[src/rtl/u2d_pkg.sv]
package u2d_pkg;

    localparam int VALUE_W        = 32;
    localparam int WIDTH_W        = 8;
    localparam int CHAR_W         = 6;
    localparam int DIGITS         = 10;
    localparam int BCD_W          = 4 * DIGITS;
    localparam int MAX_CHARS_DEF  = 15;

    // Double-dabble schedule: one shift per input bit, split evenly over stages
    localparam int DD_STEPS_PER_STAGE = 4;
    localparam int DD_STAGES          = VALUE_W / DD_STEPS_PER_STAGE;

    localparam logic [CHAR_W-1:0] DIGIT_BASE = CHAR_W'(48);

    typedef struct packed {
        logic [BCD_W-1:0]   bcd;
        logic [VALUE_W-1:0] bin;
        logic [WIDTH_W-1:0] min_width;
    } u2d_dd_t;

    // One double-dabble step: correct every digit of 5 or more, then shift left
    function automatic u2d_dd_t dd_step(input u2d_dd_t x);
        u2d_dd_t y;
        logic [3:0] dig;
        y = x;
        for (int i = 0; i < DIGITS; i++)
        begin
            dig = x.bcd[4*i +: 4];
            if (dig >= 4'd5)
            begin
                y.bcd[4*i +: 4] = dig + 4'd3;
            end
        end
        y.bcd = {y.bcd[BCD_W-2:0], x.bin[VALUE_W-1]};
        y.bin = {x.bin[VALUE_W-2:0], 1'b0};
        return y;
    endfunction

endpackage

[src/rtl/uint_to_decimal_ascii.sv]
// Unsigned 32-bit binary to decimal ASCII text, one character per output item.
//
// Input channel: value and min_width, accepted on a clock edge with in_valid
// high and in_stall low. Output channel: digit_char, last and empty_res,
// taken on an edge with out_valid high and out_stall low.
// Digits come most significant first, left-padded with '0' up to min_width,
// which saturates at MAX_CHARS. The final character carries last. Zero with a
// zero width gives one item with empty_res and last set and digit_char zero.
//
// Path: the input edge loads the first of eight double-dabble stages of four
// shift steps each; the item then passes through the remaining stages, the
// serializer and the output register.
// Throughput: one character per cycle unless out_stall holds the output. The
// serializer takes a new item only as it emits the last character of the one
// before; meanwhile the conversion stages keep taking items until they fill.
// Reset clears all valid bits; payload registers are left as they are.
// A stalled output holds its item; backpressure travels stage by stage to
// in_stall, so no item is dropped or repeated.
module uint_to_decimal_ascii #(
    parameter int MAX_CHARS = u2d_pkg::MAX_CHARS_DEF
) (
    input  logic                        clk,
    input  logic                        rst_n,
    input  logic                        in_valid,
    output logic                        in_stall,
    input  logic [u2d_pkg::VALUE_W-1:0] value,
    input  logic [u2d_pkg::WIDTH_W-1:0] min_width,
    output logic                        out_valid,
    input  logic                        out_stall,
    output logic [u2d_pkg::CHAR_W-1:0]  digit_char,
    output logic                        last,
    output logic                        empty_res
);
    import u2d_pkg::*;

    // Stage k feeds stage k+1; index DD_STAGES is the serializer input
    logic    st_valid [DD_STAGES+1];
    u2d_dd_t st_data  [DD_STAGES+1];
    logic    st_stall [DD_STAGES+1];

    // Start with an empty BCD field and the binary value in the shift register
    assign st_valid[0]        = in_valid;
    assign st_data[0].bcd     = '0;
    assign st_data[0].bin     = value;
    assign st_data[0].min_width = min_width;
    assign in_stall           = st_stall[0];

    for (genvar k = 0; k < DD_STAGES; k++)
    begin : g_dd
        u2d_dd_stage u_stage (
            .clk        (clk),
            .rst_n      (rst_n),
            .up_valid   (st_valid[k]),
            .up_data    (st_data[k]),
            .up_stall   (st_stall[k]),
            .down_valid (st_valid[k+1]),
            .down_data  (st_data[k+1]),
            .down_stall (st_stall[k+1])
        );
    end

    // Walk the digits out one character per cycle while the output is not stalled
    u2d_ser #(
        .MAX_CHARS (MAX_CHARS)
    ) u_ser (
        .clk        (clk),
        .rst_n      (rst_n),
        .up_valid   (st_valid[DD_STAGES]),
        .up_data    (st_data[DD_STAGES]),
        .up_stall   (st_stall[DD_STAGES]),
        .out_valid  (out_valid),
        .digit_char (digit_char),
        .last       (last),
        .empty_res  (empty_res),
        .out_stall  (out_stall)
    );

endmodule

[src/rtl/u2d_dd_stage.sv]
module u2d_dd_stage (
    input  logic             clk,
    input  logic             rst_n,
    input  logic             up_valid,
    input  u2d_pkg::u2d_dd_t up_data,
    output logic             up_stall,
    output logic             down_valid,
    output u2d_pkg::u2d_dd_t down_data,
    input  logic             down_stall
);
    import u2d_pkg::*;

    logic    valid_reg;
    u2d_dd_t data_reg;
    u2d_dd_t data_next;

    // Run this stage's share of the shift-and-correct steps
    always_comb
    begin
        data_next = up_data;
        for (int s = 0; s < DD_STEPS_PER_STAGE; s++)
        begin
            data_next = dd_step(data_next);
        end
    end

    // Hold while this stage is full and the next stage stalls
    assign up_stall   = valid_reg && down_stall;
    assign down_valid = valid_reg;
    assign down_data  = data_reg;

    always_ff @(posedge clk or negedge rst_n)
    begin
        if (!rst_n)
        begin
            valid_reg <= 1'b0;
        end
        else if (!up_stall)
        begin
            valid_reg <= up_valid;
        end
    end

    always_ff @(posedge clk)
    begin
        if (!up_stall && up_valid)
        begin
            data_reg <= data_next;
        end
    end

endmodule

[src/rtl/u2d_ser.sv]
module u2d_ser #(
    parameter int MAX_CHARS = u2d_pkg::MAX_CHARS_DEF
) (
    input  logic                        clk,
    input  logic                        rst_n,
    input  logic                        up_valid,
    input  u2d_pkg::u2d_dd_t            up_data,
    output logic                        up_stall,
    output logic                        out_valid,
    output logic [u2d_pkg::CHAR_W-1:0]  digit_char,
    output logic                        last,
    output logic                        empty_res,
    input  logic                        out_stall
);
    import u2d_pkg::*;

    localparam int CNT_W = $clog2(MAX_CHARS + 1);
    localparam int POS_W = $clog2(MAX_CHARS);
    localparam int IDX_W = $clog2(DIGITS);

    logic [3:0]        digs_reg [DIGITS];
    logic [POS_W-1:0]  pos_reg;
    logic              busy_reg;
    logic              empty_pend_reg;
    logic              out_valid_reg;
    logic [CHAR_W-1:0] digit_char_reg;
    logic              last_reg;
    logic              empty_res_reg;

    logic [CNT_W-1:0]  wcap;
    logic [CNT_W-1:0]  ndig;
    logic [CNT_W-1:0]  nchars;
    logic              emit;
    logic              finish;
    logic              load;
    logic [3:0]        cur_dig;

    // Character count of the arriving item: significant digits or capped width
    always_comb
    begin
        if (up_data.min_width > WIDTH_W'(MAX_CHARS))
        begin
            wcap = CNT_W'(MAX_CHARS);
        end
        else
        begin
            wcap = up_data.min_width[CNT_W-1:0];
        end
        ndig = '0;
        for (int i = 0; i < DIGITS; i++)
        begin
            if (up_data.bcd[4*i +: 4] != 4'd0)
            begin
                ndig = CNT_W'(i + 1);
            end
        end
        nchars = (ndig > wcap) ? ndig : wcap;
    end

    // Positions above the top digit are padding zeros
    always_comb
    begin
        if (pos_reg < POS_W'(DIGITS))
        begin
            cur_dig = digs_reg[pos_reg[IDX_W-1:0]];
        end
        else
        begin
            cur_dig = 4'd0;
        end
    end

    assign emit     = busy_reg && (!out_valid_reg || !out_stall);
    assign finish   = emit && (pos_reg == '0);
    assign up_stall = busy_reg && !finish;
    assign load     = up_valid && !up_stall;

    always_ff @(posedge clk or negedge rst_n)
    begin
        if (!rst_n)
        begin
            busy_reg      <= 1'b0;
            out_valid_reg <= 1'b0;
        end
        else
        begin
            if (load)
            begin
                busy_reg <= 1'b1;
            end
            else if (finish)
            begin
                busy_reg <= 1'b0;
            end
            if (!out_valid_reg || !out_stall)
            begin
                out_valid_reg <= busy_reg;
            end
        end
    end

    always_ff @(posedge clk)
    begin
        if (load)
        begin
            for (int i = 0; i < DIGITS; i++)
            begin
                digs_reg[i] <= up_data.bcd[4*i +: 4];
            end
            empty_pend_reg <= (nchars == '0);
            if (nchars == '0)
            begin
                pos_reg <= '0;
            end
            else
            begin
                pos_reg <= POS_W'(nchars - CNT_W'(1));
            end
        end
        else if (emit && !finish)
        begin
            pos_reg <= pos_reg - POS_W'(1);
        end
        if (emit)
        begin
            digit_char_reg <= empty_pend_reg ? '0 : (DIGIT_BASE + CHAR_W'(cur_dig));
            last_reg       <= (pos_reg == '0);
            empty_res_reg  <= empty_pend_reg;
        end
    end

    assign out_valid  = out_valid_reg;
    assign digit_char = digit_char_reg;
    assign last       = last_reg;
    assign empty_res  = empty_res_reg;

endmodule

[config.mk]
export PLATFORM = sky130hd
export DESIGN_NAME = uint_to_decimal_ascii
export DESIGN_NICKNAME = d
export VERILOG_FILES = /design/src/rtl/u2d_pkg.sv /design/src/rtl/uint_to_decimal_ascii.sv /design/src/rtl/u2d_dd_stage.sv /design/src/rtl/u2d_ser.sv
export SDC_FILE = /design/constraint.sdc
export NUM_CORES = 1
export LEC_CHECK = 0
export ABC_AREA = 1
export BUFFER_PORTS_ARGS = -buffer_cell sky130_fd_sc_hd__buf_2
export CAP_MARGIN = 20
export CORE_ASPECT_RATIO = 1.2
export CORE_MARGIN = 4
export CORE_UTILIZATION = 54
export DETAILED_ROUTE_END_ITERATION = 16
export GPL_ROUTABILITY_DRIVEN = 0
export PLACE_DENSITY_LB_ADDON = 0.05
export REMOVE_ABC_BUFFERS = 1
export SLEW_MARGIN = 0
export SYNTH_ARGS = -nofsm -noshare
export SYNTH_HDL_FRONTEND = slang
export SYNTH_HIERARCHICAL = 1
export SYNTH_SLANG_ARGS = --single-unit
export TNS_END_PERCENT = 10
[constraint.sdc]
create_clock -name clk -period 11.38 [get_ports clk]
set_input_delay 0.569 -clock clk [delete_from_list [all_inputs] [get_ports clk]]
set_output_delay 0.569 -clock clk [all_outputs]
set_load 0.1 [all_outputs]
==> metrics, run 1 <==
outcome=finished, final reports clean; Worst Tran Pin Value=0.828 ns; Residual DRC=0; DP HPWL=73400 um; Setup TNS=0 ns; WL/cell=10.2 um; Die Wd=290 um; family with the most delay on the worst path=buffers and inverters; Worst R2R Setup Slack=7.37 ns; global-route usage over all layers=18.0%; largest net degree at the start of global routing=61; CTS tree=yes; Mapped Avg Cell Area=7.10 um2; dpl ws=7.34 ns; maximum VDD drop=0.110 mV; Post-CTS Setup Bufs=0; r2r startpoint=u_ser/pos_reg[0]; fmax=239 MHz; clk buf depth=3; vias in the first global route=40687; ANT nets after route=0; Worst Path Buf+Inv=12; Post-Syn Instances=7269; CTS resizes=0; Final Util=59.7%; Vias/cell=4.84; Ys Warns=6; # Max-Cap Violations=0; Storage cell area=0.0168 mm2; multi-input logic area=0.0299 mm2; initial core utilization=54.7%; Max FO, Critical Path=3; Root Buffer=clkbuf_16; die outline height=347 um; Final Cycle Share=36.8%; core outline area=0.0943 mm2; most used cell, CP=inv_1; delay of the slowest cell on the worst path=0.44 ns; Nets=7812; drt first pass iters=6; Clock Sink Count=562; Clock transition at path regs=0.06 ns; max FFs per register=496; die area=0.101 mm2; count of pins over their slew limit=0; crit path from=u_ser/pos_reg[0]; Hold Startpoint=min_width[3]; Initial DRC Count=1199; relative slew slack=44.8%; skew final=0.0296 ns; Max H-tree Level=3; WHS Endpoint=g_dd[0].u_stage/down_data[3]; # fillers=8738; most frequent cells in the layout=nand2_1, inv_1, nand3_1; Worst Slack Setup Final=7.19 ns; most common cell after layout, fill and taps aside=nand2_1; Crit. End Element=primary output; Hold Fails Final Rpt=0; initial antenna violation count=10; worst hold path class=input port to flip-flop; Slowest-stage cell, CP=buf_2; Vias=42626; first-pass GRT wire length=162000 um; mapped cell area=0.0516 mm2; synth-to-layout area growth=9.06%; r2r endpoint=g_dd[0].u_stage/down_data[18]; CP required=10.81 ns; Critical Path AT=3.62 ns; layout cells sized above 1=17.4%; # hold bufs at CTS=1; # rows=123; worst hold stages=1; worst skew pair latency=0.61 ns; Boundary Pins=54; minimum clock period=4.19 ns; WS Path Type=flip-flop to primary output; GRT Residual Overflow=0; Worst R2R Path Depth=26; power density cells=204 mW/mm2; Critical Path Source Type=flip-flop; WHS=0.131 ns; crit-path cells=inv_1, ha_1, inv_1, nor2_2, nand2_1, o21ai_2, inv_2, nand2_1, inv_1, nand2_1, inv_1, nand2_1, inv_1, nand2_1, inv_1, nand2_1, inv_1, nand2_1, inv_1, nand2_1, inv_1, nand2_1, inv_1, buf_2; P_leak=30.5 nW; CTS Buf Count=67; WL final=89800 um; RSZ-0062 raised after global routing=false; I/O Buffers=53; final setup vio count=0
==> layer usage <==
layer / track usage [%] / share of wire [%]
met5: 0 / 0.077
met4: 4.83 / 2.4
met1: 17.2 / 38
met2: 38.6 / 57
met3: 3.08 / 3.1
==> metrics by stage <==
step           total power, mW  cell area, um2  instances
3_3_place_gp              9.09           54000       8687
3_5_place_dp              9.26           54000       8687
6_report                  11.5           56300       8812
5_1_grt                   12.7           56300       8810
2_1_floorplan             8.30           52000       7372
4_1_cts                   11.6           56300       8809
==> power breakdown <==
group / internal [mW] / switching, mW
logic: 2.14 / 4.14
registers: 2.85 / 0.0998
clock network: 1.35 / 0.880
total: 6.35 / 5.12
==> how the worst max path moves through the flow <==
stage | to | cells past startpoint
2_1_floorplan | g_dd[0].u_stage/down_data[0] | 21
4_1_cts | in_stall | 24
3_3_place_gp | g_dd[0].u_stage/down_data[18] | 26
5_1_grt | in_stall | 24
3_5_place_dp | g_dd[0].u_stage/down_data[18] | 26
6_report | in_stall | 24
==> final cells by class <==
cell class / instances / share of cell area [%]
sequential: 562 / 29.8
tap: 1250 / 2.78
timing repair buffer: 66 / 0.649
clock inverter: 47 / 1.02
multi-input combinational: 5396 / 53.2
inverter: 1414 / 9.45
antenna: 3 / 0.0133
clock buffer: 74 / 3.06
(Power assumes the default switching activity.)
==> inputs of run 2 (changes only) <==
- clock period: 11.38 -> 4 ns (I/O delays scaled with it)
==> metrics, run 2 (same netlist as run 1, synthesis figures left out) <==
Final Util=60.2%; count of pins over their slew limit=0; largest net degree at the start of global routing=69; DP HPWL=73600 um; die area=0.101 mm2; Crit. End Element=primary output; power density cells=573 mW/mm2; # Max-Cap Violations=0; WS Path Type=flip-flop to primary output; Boundary Pins=54; synth-to-layout area growth=10.1%; most frequent cells in the layout=nand2_1, inv_1, nand3_1; Die Wd=290 um; Critical Path AT=3.37 ns; Final Cell Area=0.0568 mm2; vias in the first global route=40904; RSZ-0062 raised after global routing=false; I/O Buffers=53; crit-path cells=inv_1, ha_1, inv_1, nor2_2, nand2_1, o21ai_2, inv_2, nand2_1, inv_1, nand2_1, inv_1, nand2_1, inv_1, nand2_1, inv_1, nand2_1, inv_2, nand2_1, inv_1, nand2_1, inv_1, nand2_1, inv_2, buf_12; Max FO, Critical Path=3; delay of the slowest cell on the worst path=0.34 ns; Clock transition at path regs=0.06 ns; final setup vio count=0; WL final=90700 um; Vias/cell=4.84; initial core utilization=54.7%; global-route usage over all layers=18.2%; GR Util met3=2.30%; Nets=7860; minimum clock period=3.57 ns; Initial DRC Count=1183; Slowest-stage cell, CP=edfxtp_1; layout cells sized above 1=17.4%; relative slew slack=52.3%; Worst Tran Pin Value=0.713 ns; Root Buffer=clkbuf_16; Worst Path Buf+Inv=12; skew final=0.0268 ns; crit path from=u_ser/pos_reg[0]; GRT Max-Usage Layer=met2; family with the most delay on the worst path=buffers and inverters; outcome=finished, final reports clean; CP required=3.80 ns; placed inst area=0.0541 mm2; CTS tree=yes; Hold Startpoint=value[30]; dpl cells=8695; most used cell, CP=nand2_1; Layout Cells excl Fill=8857; worst skew pair latency=0.62 ns; Hold Fails Final Rpt=0; Residual DRC=0; WL/cell=10.2 um; initial antenna violation count=6; die outline height=347 um; Post-CTS Setup Bufs=0; clk buf depth=3; Max H-tree Level=3; core outline area=0.0943 mm2; CTS Buf Count=66; worst hold path class=input port to flip-flop; drt first pass iters=5; Critical Path Source Type=flip-flop; r2r startpoint=u_ser/pos_reg[0]; P_leak=30.7 nW; most common cell after layout, fill and taps aside=nand2_1; max FFs per register=496; maximum VDD drop=0.284 mV; # rows=123; GR Layer Usage met1=17.9%; Vias=42843; ANT nets after route=0; Clock Sink Count=562; first-pass GRT wire length=163000 um; GRT Residual Overflow=0; Final Cycle Share=89.3%; met2 usage=39.0%; fmax=280 MHz
==> run 2: area by class of cell <==
cell class / count / area, um2
antenna: 1 / 2.50
clock buffer: 76 / 1740
clock inverter: 43 / 509
fill: 8624 / 37500
inverter: 1414 / 5320
multi-input combinational: 5396 / 29900
sequential: 562 / 16800
tap: 1250 / 1560
timing repair buffer: 115 / 938
==> run 2: worst paths after layout <==
| kind | cells after the start | slack, ns | end |
|---|---|---|---|
| setup / recovery | 24 | 0.43 | in_stall |
| hold / removal | 5 | 0.12 | g_dd[0].u_stage/down_data[42] |
| setup reg to reg | 25 | 0.46 | g_dd[0].u_stage/down_data[3] |
| hold reg to reg | 0 | 0.41 | g_dd[3].u_stage/down_data[5] |
| max in group asynchronous | 3 | 3.03 | g_dd[5].u_stage/down_valid |
| min in group asynchronous | 3 | 0.62 | u_ser/out_valid |
==> run 2: metal layers <==
layer	share of wire, %	vias to the layer above
li1	-	23588
met1	39	18920
met3	2.4	107
met4	1.9	2
met5	0.0077	-
met2	57	226
==> run 2: stage by stage <==
step           setup TNS (ns)  hold slack [ns]  power [mW]  setup slack, ns
6_report                    0            0.120        32.5            0.428
5_1_grt                     0            0.111        36.0           0.0168
4_1_cts                     0           0.0580        32.7           0.0424
3_5_place_dp                0           0.0930        26.4            0.433
3_3_place_gp                0           0.0897        25.9            0.483
2_1_floorplan         -495.58          -0.0956        23.6            -2.27
==> run 2: power by group <==
group          total (mW)  switching [mW]  internal [mW]  leakage (nW)
combinational        18.0            11.8           6.15          24.5
clock                6.15            2.51           3.64          1.08
sequential           8.41           0.298           8.11          5.10
total                32.5            14.6           17.9          30.7
==> run 2: repair_timing <==
action                     in CTS  in global routing
hold endpoints to repair       52                  0
hold buffers                   42                  0
gates resized for setup         0                  8
setup endpoints to repair       0                  3
==> run 2: worst reg2reg max path: cells and delay by family (launching register included) <==
| kind | cells | cell delay (ns) |
|---|---|---|
| simple gates | 11 | 1.33 |
| buf+inv | 12 | 1.16 |
| flops | 1 | 0.38 |
| fa+ha+maj | 1 | 0.19 |
| compound gates | 1 | 0.15 |
==> inputs of run 3 (changes only) <==
- REMOVE_ABC_BUFFERS: 1 -> not set
==> metrics, run 3 (same netlist as run 1, synthesis figures left out) <==
family with the most delay on the worst path=buffers and inverters; Vias=42964; Critical Path Source Type=flip-flop; Boundary Pins=54; placed inst area=0.0541 mm2; Worst Path Buf+Inv=12; Die Wd=290 um; delay of the slowest cell on the worst path=0.36 ns; total power=32.6 mW; CP required=3.80 ns; most frequent cells in the layout=nand2_1, inv_1, nand3_1; Clock transition at path regs=0.06 ns; Crit. End Element=primary output; global-route usage over all layers=18.0%; I/O Buffers=53; largest net degree at the start of global routing=73; power density cells=573 mW/mm2; outcome=finished, final reports clean; clk buf depth=3; drt first pass iters=5; count of pins over their slew limit=0; # rows=123; # Max-Cap Violations=0; synth-to-layout area growth=10.1%; Max FO, Critical Path=3; CTS tree=yes; vias in the first global route=40575; Setup TNS=0 ns; WS Path Type=flip-flop to primary output; max FFs per register=496; Post-CTS Setup Bufs=0; Root Buffer=clkbuf_16; core outline area=0.0943 mm2; Slowest-stage cell, CP=edfxtp_1; CTS Buf Count=69; Final Cell Area=0.0568 mm2; layout cells sized above 1=17.4%; die area=0.101 mm2; P_leak=30.7 nW; RSZ-0062 raised after global routing=false; crit-path cells=inv_1, ha_1, inv_1, nor2_2, nand2_1, o21ai_2, inv_2, nand2_1, inv_1, nand2_1, inv_1, nand2_1, inv_1, nand2_1, inv_1, nand2_1, inv_1, nand2_1, inv_1, nand2_1, inv_1, nand2_1, inv_1, buf_4; WHS=0.126 ns; WL/cell=10.2 um; Nets=7863; Final Cycle Share=93.1%; first-pass GRT wire length=162000 um; fmax=269 MHz; relative slew slack=37.0%; ANT nets after route=0; minimum clock period=3.72 ns; DP HPWL=72400 um; final setup vio count=0; worst skew pair latency=0.62 ns; Residual DRC=0; most common cell after layout, fill and taps aside=nand2_1; most used cell, CP=inv_1; Vias/cell=4.85; Critical Path AT=3.52 ns; die outline height=347 um; Clock Sink Count=562; Hold Fails Final Rpt=0; skew final=0.0283 ns; # fillers=8610; diodes inserted=0; GRT Residual Overflow=0; initial core utilization=54.7%; maximum VDD drop=0.317 mV; Max H-tree Level=3; Initial DRC Count=1412; worst hold path class=input port to flip-flop; initial antenna violation count=1; Worst Tran Pin Value=0.943 ns; WL final=90300 um
run 3: timing repair:
action	4_1_cts	5_1_grt
hold buffers	42	0
setup endpoints to repair	0	1
endpoints found under the hold margin	52	0
resized for setup	0	2
run 3: cell type report:
cell class | count | area [um2] | area share [%]
multi-input cells | 5396 | 29900 | 52.7
clock buffers | 85 | 1890 | 3.32
flip-flops and latches | 562 | 16800 | 29.5
well taps | 1250 | 1560 | 2.75
inverters | 1414 | 5320 | 9.36
clock inverters | 38 | 382 | 0.672
repair buffers | 115 | 938 | 1.65
run 3: tightest hold or removal path, cell delays in order:
cell and delay, ns:
buf_2 0.09, nand3_1 0.11, nand2_1 0.10, nand3_1 0.07
nand2_1 0.06
run 3: path summary, 6_finish.rpt:
| check | startpoint | cells past startpoint | slack, ns | endpoint |
|---|---|---|---|---|
| worst max-delay path | u_ser/pos_reg[0] | 24 | 0.28 | in_stall |
| worst max register to register | u_ser/pos_reg[0] | 25 | 0.36 | g_dd[0].u_stage/down_data[46] |
| max in group asynchronous | rst_n | 3 | 2.98 | u_ser/out_valid |
| min in group asynchronous | rst_n | 3 | 0.64 | g_dd[6].u_stage/down_valid |
| worst min register to register | g_dd[1].u_stage/down_data[24] | 0 | 0.41 | g_dd[2].u_stage/down_data[28] |
| worst min-delay path | value[30] | 5 | 0.13 | g_dd[0].u_stage/down_data[42] |
run 3: report_power, final:
part           internal [mW]  switching, mW  total, mW
registers               8.12          0.321       8.44
logic                   6.15           11.8       17.9
clock network           3.70           2.52       6.22
run 3: stage by stage:
| step | util [%] | setup slack [ns] | instances |
|---|---|---|---|
| after floorplan | - | -0.473 | 7378 |
| after global placement | 57.4 | 0.375 | 8695 |
| after detailed placement | 57.4 | 0.349 | 8695 |
| after CTS | 60.2 | 0.0896 | 8860 |
| after global routing | 60.2 | 0.00907 | 8860 |
| final | 60.2 | 0.276 | 8860 |
run 3: layer usage:
layer,share of wire (%),vias up,GRT usage (%)
li1,-,23576,-
met1,39,18997,17.9
met2,56,261,37.9
met3,2.3,130,2.34
met4,2.3,0,5.08
met5,0,-,0
